## src/design/rau_pkg.sv

```systemverilog
// Package with the types, constants and codes of the rational arithmetic unit.
package rau_pkg;

    localparam int OPERAND_WIDTH_DEF = 32;
    localparam int FIELD_W = 32;
    localparam int MAG_W = 64;
    localparam int QUEUE_DEPTH = 2;

    typedef enum logic [1:0] {
        OP_ADD = 2'd0,
        OP_SUB = 2'd1,
        OP_MUL = 2'd2,
        OP_DIV = 2'd3
    } op_t;

    typedef enum logic [1:0] {
        ST_OK       = 2'd0,
        ST_ZERO_DEN = 2'd1,
        ST_OVERFLOW = 2'd2
    } status_t;

    typedef struct packed {
        logic [1:0]         operation;
        logic signed [31:0] a_num;
        logic signed [31:0] a_den;
        logic signed [31:0] b_num;
        logic signed [31:0] b_den;
    } in_item_t;

    typedef struct packed {
        logic signed [63:0] result_num;
        logic [62:0]        result_den;
        logic [1:0]         status;
    } out_item_t;

    // Job handed from the front part to the back part.
    typedef struct packed {
        logic              zero_den;
        logic              neg;
        logic [MAG_W-1:0]  num_mag;
        logic [MAG_W-1:0]  den_mag;
    } job_t;

    typedef enum logic [2:0] {
        FS_IDLE,
        FS_PROD,
        FS_SUM
    } front_state_t;

    typedef enum logic [2:0] {
        BS_IDLE,
        BS_GCD,
        BS_DIVN,
        BS_DIVD,
        BS_DONE
    } back_state_t;

endpackage

```

## src/design/rau_queue.sv

```systemverilog
// Short queue of jobs between the front and back parts.
module rau_queue (
    input  logic          clk,
    input  logic          rst_n,
    input  logic          wr_valid,
    output logic          wr_stall,
    input  rau_pkg::job_t wr_data,
    output logic          rd_valid,
    input  logic          rd_stall,
    output rau_pkg::job_t rd_data
);

    localparam int AW = $clog2(rau_pkg::QUEUE_DEPTH);

    rau_pkg::job_t  mem_reg [rau_pkg::QUEUE_DEPTH];
    logic [AW-1:0]  wp_reg, rp_reg;
    logic [AW:0]    cnt_reg;
    logic           wr_en, rd_en;

    assign wr_stall = (cnt_reg == (AW+1)'(rau_pkg::QUEUE_DEPTH));
    assign rd_valid = (cnt_reg != '0);
    assign rd_data  = mem_reg[rp_reg];
    assign wr_en    = wr_valid && !wr_stall;
    assign rd_en    = rd_valid && !rd_stall;

    always_ff @(posedge clk or negedge rst_n)
    begin
        if (!rst_n)
        begin
            wp_reg  <= '0;
            rp_reg  <= '0;
            cnt_reg <= '0;
        end
        else
        begin
            if (wr_en)
                wp_reg <= wp_reg + 1'b1;
            if (rd_en)
                rp_reg <= rp_reg + 1'b1;
            cnt_reg <= cnt_reg + (AW+1)'(wr_en) - (AW+1)'(rd_en);
        end
    end

    always_ff @(posedge clk)
    begin
        if (wr_en)
            mem_reg[wp_reg] <= wr_data;
    end

endmodule

```

## config.mk

```make
export PLATFORM = sky130hd
export DESIGN_NAME = rau_queue
export DESIGN_NICKNAME = d
export VERILOG_FILES = /design/src/design/rau_pkg.sv /design/src/design/rau_queue.sv
export SDC_FILE = /design/constraint.sdc
export NUM_CORES = 1
export LEC_CHECK = 0
export ABC_AREA = 1
export ABC_CLOCK_PERIOD_IN_PS = 6100
export BUFFER_PORTS_ARGS = -buffer_cell sky130_fd_sc_hd__buf_2
export CELL_PAD_IN_SITES_DETAIL_PLACEMENT = 0
export CELL_PAD_IN_SITES_GLOBAL_PLACEMENT = 2
export CORE_MARGIN = 5
export CORE_UTILIZATION = 31
export CTS_BUF_LIST = sky130_fd_sc_hd__clkbuf_16
export DETAILED_ROUTE_END_ITERATION = 10
export PLACE_DENSITY_LB_ADDON = 0.3
export SKIP_CTS_REPAIR_TIMING = 1
export SLEW_MARGIN = 20
export SYNTH_ARGS = -nofsm -noshare
export SYNTH_HDL_FRONTEND = slang
export SYNTH_SLANG_ARGS = --single-unit
```

## constraint.sdc

```tcl
create_clock -name clk -period 6.1 [get_ports clk]
set_input_delay 1.22 -clock clk [delete_from_list [all_inputs] [get_ports clk]]
set_output_delay 1.22 -clock clk [all_outputs]
set_load 0.02 [all_outputs]
```

==> impl_metrics.yaml, run 1 <==
placement:
  gp_congestion: 0.697
  placed_cells: 1351
  dp_hpwl_um: 14600
  portBuffers: 265
  dp_worst_setup_slack_ns: 2.36
yosys:
  synth-async-reset-ratio: 0.0152
  synth_nets: 849
  synth_top_cells_by_count: "nand2_1 (403), edfxtp_1 (260), buf_2 (17)"
  synthCells: 713
  synth_top_area_cell: "edfxtp_1"
  yosysWarnings: 0
  ys_seq_area_frac: 0.813
  synth_edf_count: 260
  yosysMostFrequentCell: "nand2_1"
  synth_top_flop_cell: "edfxtp_1"
  synth_area_leaders: "edfxtp_1 (80%), nand2_1 (16%), buf_6 (1.2%), dfrtp_1 (1.0%), buf_2 (0.88%)"
  synth.avg_cell_area_sq_um: 13.6
  netlist_area_sq_mm: 0.00972
  synth.top_cell.area_share: 0.803
  ys_types: 11
  yosys_register_bits: 264
sta:
  tns_ns: 0
  fin_crit_ns: 4.16
  max_freq_mhz: 241
  slew_viol_final: 0
  hold_violations: 0
  rsz0062_at_grt: "false"
  setup_violations: 0
  fin_crit_sh: 0.681
  tightest_slew_ns: 0.945
  slew_headroom: 0.370
  fin_skew_ns: 0.00628
  fin_ws_ns: 1.94
floorplanning:
  coreArea_sq_mm: 0.0307
  fp.dieW_um: 187
  die_h_um: 187
  rows: 64
  dieArea_sq_mm: 0.0350
  start_util: 0.316
  io_pins: 266
grt:
  grt_overflow_total: 0
  grt_pass1_vias: 5959
  grt_max_degree: 94
  grt_pass1_wl_um: 35300
  antenna_found_initial: 5
  grt_usage: 0.128
clock_network:
  numCtsBuffers: 28
  cts_sinks: 264
  cts_tree: "done"
  cts-root-buf: "clkbuf_16"
  clkTransAtPathRegs_ns: 0.06
  clk_latency_ns: 0.53
  clockBufferDepth: 3
  cts.htree.levels: 1
power_and_ir_drop:
  p_per_area_mw_per_mm2: 515
  worst_ir_drop_vdd_v: 0.000209
  leakagePower_nw: 5.27
run_status:
  status: "finished clean"
finish:
  n_fill_cell: 2979
  regArea_sq_mm: 0.00791
  syn2layout_area_growth_pct: 25.7
  multiInputGateArea_sq_mm: 0.00156
  drive_gt1_frac: 0.305
  fin_nets: 1121
  stdcell_count: 1403
  largest_reg_flops: 260
drt:
  wl_met2_um: 10400
  top_layer: "met5"
  dr_wl_met3_um: 1960
  drt_iter0_markers: 306
  drcViolationCount: 0
  post_drt_wl_per_cell_um: 16.5
  dr.pass1.iters: 6
  vias_per_cell: 4.23
  met1Wirelength_um: 10200
  via_count: 5932
  postRouteAntennaNets: 0
  wirelength_um: 23100
worst_setup_path:
  worstSetupEndpointType: "primary output"
  worst-setup-path-type: "flop to primary output"
  critPathArrivalTime_ns: 2.94
  critPathLaunchType: "flop"
  crit_fanout: 77
  required_ns: 4.88
hold_path:
  hold_path.class: "flop to flop"
job:
  max_cap_violations: 0
==> report_power, final <==
group	internal (mW)	leakage [nW]	switching [mW]
registers	2.48	2.47	0.150
logic	0.576	2.36	1.60
clock network	0.847	0.440	0.644
==> layout by cell type (no fill, tap or decap), types with 2 or more instances in the layout <==
cell       count
edfxtp_1     260
clkbuf_16     29
inv_1         20
buf_2        265
nand2_1      403
clkinv_2       3
buf_4          5
nand3_1        3
clkinv_1       8
ha_1           2
dfrtp_1        3
==> kinds of logic (layout without fill, tap and decap cells) <==
logic type,Yosys count,after routing,synth area share
other,0,1,0
flip-flops,264,264,0.813
adder cells (fa/ha/maj),2,2,0.00257
AND/OR/NAND/NOR,407,407,0.158
buffers and inverters,40,333,0.0264
==> critical path: stages, from the launching register on <==
cell     delay [ns]
dfrtp_4        0.72
inv_4          0.79
buf_4          0.50
nand2_1        0.09
nand2_1        0.08
buf_2          0.18
==> per-stage QoR <==
step	hold WS [ns]	cell area, sq um	power [mW]	util
floorplan	0.442	9720	4.11	-
global placement	0.459	11400	4.91	0.371
CTS	0.471	12200	6.42	0.397
finish	0.475	12200	6.30	0.397
detailed placement	0.464	11400	4.91	0.371
global route	0.474	12200	6.72	0.397
==> per-layer routing <==
layer	track usage	vias to the layer above
li1	-	2951
met1	0.166	2736
met2	0.202	197
met3	0.0532	38
met4	0.0279	10
met5	0	-
==> worst paths after layout <==
kind                             endpoint  slack (ns)  startpoint  depth (start not counted)
setup / recovery              rd_data[97]        1.94      rp_reg                          5
hold / removal                     wp_reg        0.47      wp_reg                          2
setup reg to reg           mem_reg[0][83]        3.69  cnt_reg[1]                          4
hold reg to reg                    wp_reg        0.47      wp_reg                          2
max in group asynchronous          rp_reg        5.47       rst_n                          1
min in group asynchronous          rp_reg        0.49       rst_n                          1
==> layout make-up <==
type | count | area share
flip-flops and latches | 264 | 0.648
repair buffers | 271 | 0.113
well taps | 396 | 0.0406
multi-input cells | 409 | 0.128
clock buffers | 29 | 0.0594
diodes | 1 | 0.000205
inverters | 11 | 0.00399
clock inverters | 22 | 0.00707
(Power assumes the default switching activity.)
==> run 2, diff against run 1 <==
Settings changed: ABC_CLOCK_PERIOD_IN_PS 6100 to 3400.
Clock period 6.1 ns to 3.4 ns, I/O delays scaled along.
==> impl_metrics.yaml, run 2 (synthesis results as in run 1) <==
run_status:
  status: "finished clean"
placement:
  gp_congestion: 0.725
  portBuffers: 265
  placed_cells: 1353
  dp_hpwl_um: 14400
  placed_cell_area_sq_mm: 0.0115
  dp_worst_setup_slack_ns: 0.995
hold_path:
  min_path_cells: 1
  hold_path.class: "input pin to flop"
  hp-start: "wr_data[0]"
  min_to: "mem_reg[1][0]"
worst_setup_path:
  reg2reg_depth: 4
  cp_slowest_cell: "dfrtp_4"
  r2r_end: "mem_reg[0][31]"
  worst-setup-path-type: "flop to primary output"
  worstReg2RegStart: "cnt_reg[1]"
  critPathLaunchType: "flop"
  cpLargestDelayFamily: "buffers and inverters"
  crit_top_cell: "nand2_1"
  crit_fanout: 57
  cp_num_buf_inv: 2
  required_ns: 2.72
  crit_chain: "buf_4, nand2_1, nand2_1, buf_2"
  critical_path.max_stage_delay_ns: 0.63
  worstSetupEndpointType: "primary output"
  rrSetupSlack_ns: 1.62
  critPathArrivalTime_ns: 2.23
floorplanning:
  dieArea_sq_mm: 0.0350
  fp.dieW_um: 187
  start_util: 0.316
  coreArea_sq_mm: 0.0307
  rows: 64
  io_pins: 266
  die_h_um: 187
sta:
  max_freq_mhz: 343
  fin_crit_sh: 0.856
  rsz0062_at_grt: "false"
  fin_skew_ns: 0.0216
  slew_headroom: 0.482
  fin_ws_ns: 0.488
  fin_crit_ns: 2.91
  tns_ns: 0
  setup_violations: 0
  slew_viol_final: 0
  fin_hold_ws_ns: 0.320
  tightest_slew_ns: 0.777
  hold_violations: 0
clock_network:
  numCtsBuffers: 28
  cts.htree.levels: 1
  cts_sinks: 264
  cts-root-buf: "clkbuf_16"
  clockBufferDepth: 3
  clk_latency_ns: 0.55
  clkTransAtPathRegs_ns: 0.06
  cts_tree: "done"
drt:
  postRouteAntennaNets: 0
  post_drt_wl_per_cell_um: 16.1
  drcViolationCount: 0
  vias_per_cell: 4.26
  wirelength_um: 22500
  via_count: 5969
  drt_iter0_markers: 314
  dr.pass1.iters: 4
power_and_ir_drop:
  leakagePower_nw: 5.29
  p_per_area_mw_per_mm2: 928
  worst_ir_drop_vdd_v: 0.000410
  total_power_mw: 11.4
finish:
  finish.utilization: 0.400
  stdcell_count: 1402
  drive_gt1_frac: 0.312
  layout_common_cells: "nand2_1 (403), buf_2 (265), edfxtp_1 (260)"
  syn2layout_area_growth_pct: 26.7
  fin_nets: 1124
  design_area_sq_mm: 0.0123
  largest_reg_flops: 260
  layout_commonest_cell: "nand2_1"
grt:
  grt_overflow_total: 0
  grt_max_degree: 131
  antenna_found_initial: 3
  grt_pass1_vias: 6069
  grt_pass1_wl_um: 34900
  grt_usage: 0.124
job:
  max_cap_violations: 0
[run 2: changes by cell type in the layout (fill, tap and decap cells not counted), moves of 2 or more]
cell       delta
buf_12        +3
clkinv_1      -5
clkinv_2      +3
inv_1         -4
bufinv_16     +2
[run 2: how the worst max path moves through the flow]
stage / start / endpoint / slack (ns) / cells past startpoint
after global placement: rp_reg / rd_data[56] / 1.01 / 4
after floorplan: wr_valid / mem_reg[1][0] / 0.26 / 2
after global routing: rp_reg / rd_data[78] / 0.31 / 4
after CTS: rp_reg / rd_data[56] / 0.41 / 4
final: rp_reg / rd_data[56] / 0.49 / 4
after detailed placement: rp_reg / rd_data[56] / 1.0 / 4
[run 2: cell type report]
type | instances | area (sq um)
flip-flops and latches | 264 | 7910
repair buffers | 274 | 1450
well taps | 396 | 495
fillers | 2988 | 18400
clock inverters | 19 | 144
clock buffers | 28 | 701
inverters | 11 | 47.5
multi-input cells | 409 | 1560
diodes | 1 | 2.50
[run 2: metal layers]
layer  global-route usage  routed length [um]
met1                0.161               10100
met2                0.202               10200
met5                    0                  34
met3               0.0375                1570
met4               0.0375                 608
[run 2: power by group]
| group | switching (mW) | leakage, nW | internal (mW) | total [mW] |
|---|---|---|---|---|
| Clock | 1.17 | 0.446 | 1.63 | 2.80 |
| Combinational | 2.92 | 2.38 | 1.07 | 4.00 |
| Sequential | 0.194 | 2.47 | 4.44 | 4.63 |
| Total | 4.28 | 5.29 | 7.14 | 11.4 |
==> run 3, diff against run 2 <==
Settings changed: ABC_CLOCK_PERIOD_IN_PS 3400 to 2600.
Clock period 3.4 ns to 2.6 ns, I/O delays scaled along.
==> impl_metrics.yaml, run 3 (synthesis results as in run 1) <==
worst_setup_path:
  critPathLaunchType: "flop"
  reg2reg_depth: 4
  worstSetupEndpointType: "primary output"
  critical_path.max_stage_delay_ns: 0.54
  crit_chain: "inv_6, clkbuf_16, nand2_1, nand2_1, buf_2"
  r2r_end: "mem_reg[1][31]"
  required_ns: 2.08
  crit_top_cell: "nand2_1"
  crit_fanout: 33
  cp_slowest_cell: "dfrtp_4"
  rrSetupSlack_ns: 1.00
  worstReg2RegStart: "cnt_reg[1]"
  worst-setup-path-type: "flop to primary output"
  critPathArrivalTime_ns: 1.95
sta:
  fin_crit_sh: 0.951
  hold_violations: 0
  setup_violations: 0
  fin_hold_ws_ns: 0.170
  fin_skew_ns: 0.00980
  tns_ns: 0
  slew_headroom: 0.667
  tightest_slew_ns: 0.499
  max_freq_mhz: 404
  fin_crit_ns: 2.47
  slew_viol_final: 0
  fin_ws_ns: 0.127
finish:
  layout_commonest_cell: "nand2_1"
  largest_reg_flops: 260
  design_area_sq_mm: 0.0125
  finish.utilization: 0.405
  layout_common_cells: "nand2_1 (401), buf_2 (265), edfxtp_1 (260)"
  fin_nets: 1126
  drive_gt1_frac: 0.312
  stdcell_count: 1415
  syn2layout_area_growth_pct: 28.1
drt:
  wirelength_um: 23600
  vias_per_cell: 4.28
  dr.pass1.iters: 4
  postRouteAntennaNets: 0
  post_drt_wl_per_cell_um: 16.7
  drcViolationCount: 0
  via_count: 6061
  drt_iter0_markers: 252
power_and_ir_drop:
  p_int_mw: 9.44
  total_power_mw: 15.1
  worst_ir_drop_vdd_v: 0.000583
  leakagePower_nw: 5.36
  p_comb_frac: 0.364
  switching_power_mw: 5.71
  p_seq_frac: 0.397
  swShare: 0.377
  clockPowerShare: 0.238
  p_per_area_mw_per_mm2: 1220
grt:
  grt_usage: 0.126
  antenna_found_initial: 8
  grt_pass1_wl_um: 35200
  grt_overflow_total: 0
  grt_pass1_vias: 6221
  grt_max_degree: 132
floorplanning:
  die_h_um: 187
  dieArea_sq_mm: 0.0350
  rows: 64
  start_util: 0.316
  io_pins: 266
  fp.dieW_um: 187
  coreArea_sq_mm: 0.0307
clock_network:
  clkTransAtPathRegs_ns: 0.06
  cts_tree: "done"
  cts.htree.levels: 1
  cts-root-buf: "clkbuf_16"
  cts_sinks: 264
  clockBufferDepth: 3
  numCtsBuffers: 29
  clk_latency_ns: 0.53
hold_path:
  hold_path.class: "input pin to flop"
  hp-start: "wr_data[26]"
  min_to: "mem_reg[1][26]"
  min_path_cells: 1
placement:
  dp_hpwl_um: 14200
  dp_worst_setup_slack_ns: 0.576
  gp_congestion: 0.707
  placed_cell_area_sq_mm: 0.0115
  placed_cells: 1352
  portBuffers: 265
job:
  max_cap_violations: 0
run_status:
  status: "finished clean"
-- run 3: critical path: cells and delay by family (launching register included) --
family | cells | cell delay (ns)
buf+inv | 3 | 0.71
flops | 1 | 0.54
simple gates | 2 | 0.15
-- run 3: cell type report --
type | count | area [sq um]
fill | 2977 | 18300
sequential | 264 | 7910
multi-input combinational | 409 | 1590
timing repair buffer | 275 | 1540
clock buffer | 29 | 726
tap | 396 | 495
clock inverter | 22 | 113
inverter | 11 | 50.0
antenna | 9 | 22.5
-- run 3: metal layers --
layer,share of wire,wire (um),global-route usage,vias to the layer above
met2,0.45,10500,0.197,221
met3,0.10,2460,0.0571,53
met5,0.0029,69,0,-
met4,0.025,578,0.0350,10
li1,-,-,-,2969
met1,0.42,9940,0.161,2808
-- run 3: worst max path at each step --
stage,from,to
2_1_floorplan,wr_valid,mem_reg[1][0]
4_1_cts,rp_reg,rd_data[23]
5_1_grt,rp_reg,rd_data[16]
6_report,rp_reg,rd_data[1]
3_5_place_dp,rp_reg,rd_data[53]
3_3_place_gp,rp_reg,rd_data[53]
-- run 3: power groups by stage --
stage	combinational, mW	sequential (mW)	clock, mW
2_1_floorplan	3.53	6.11	0
3_3_place_gp	5.51	6.07	0
3_5_place_dp	5.52	6.10	0
4_1_cts	5.54	6.01	3.74
5_1_grt	6.12	6.10	3.95
6_report	5.51	6.02	3.61
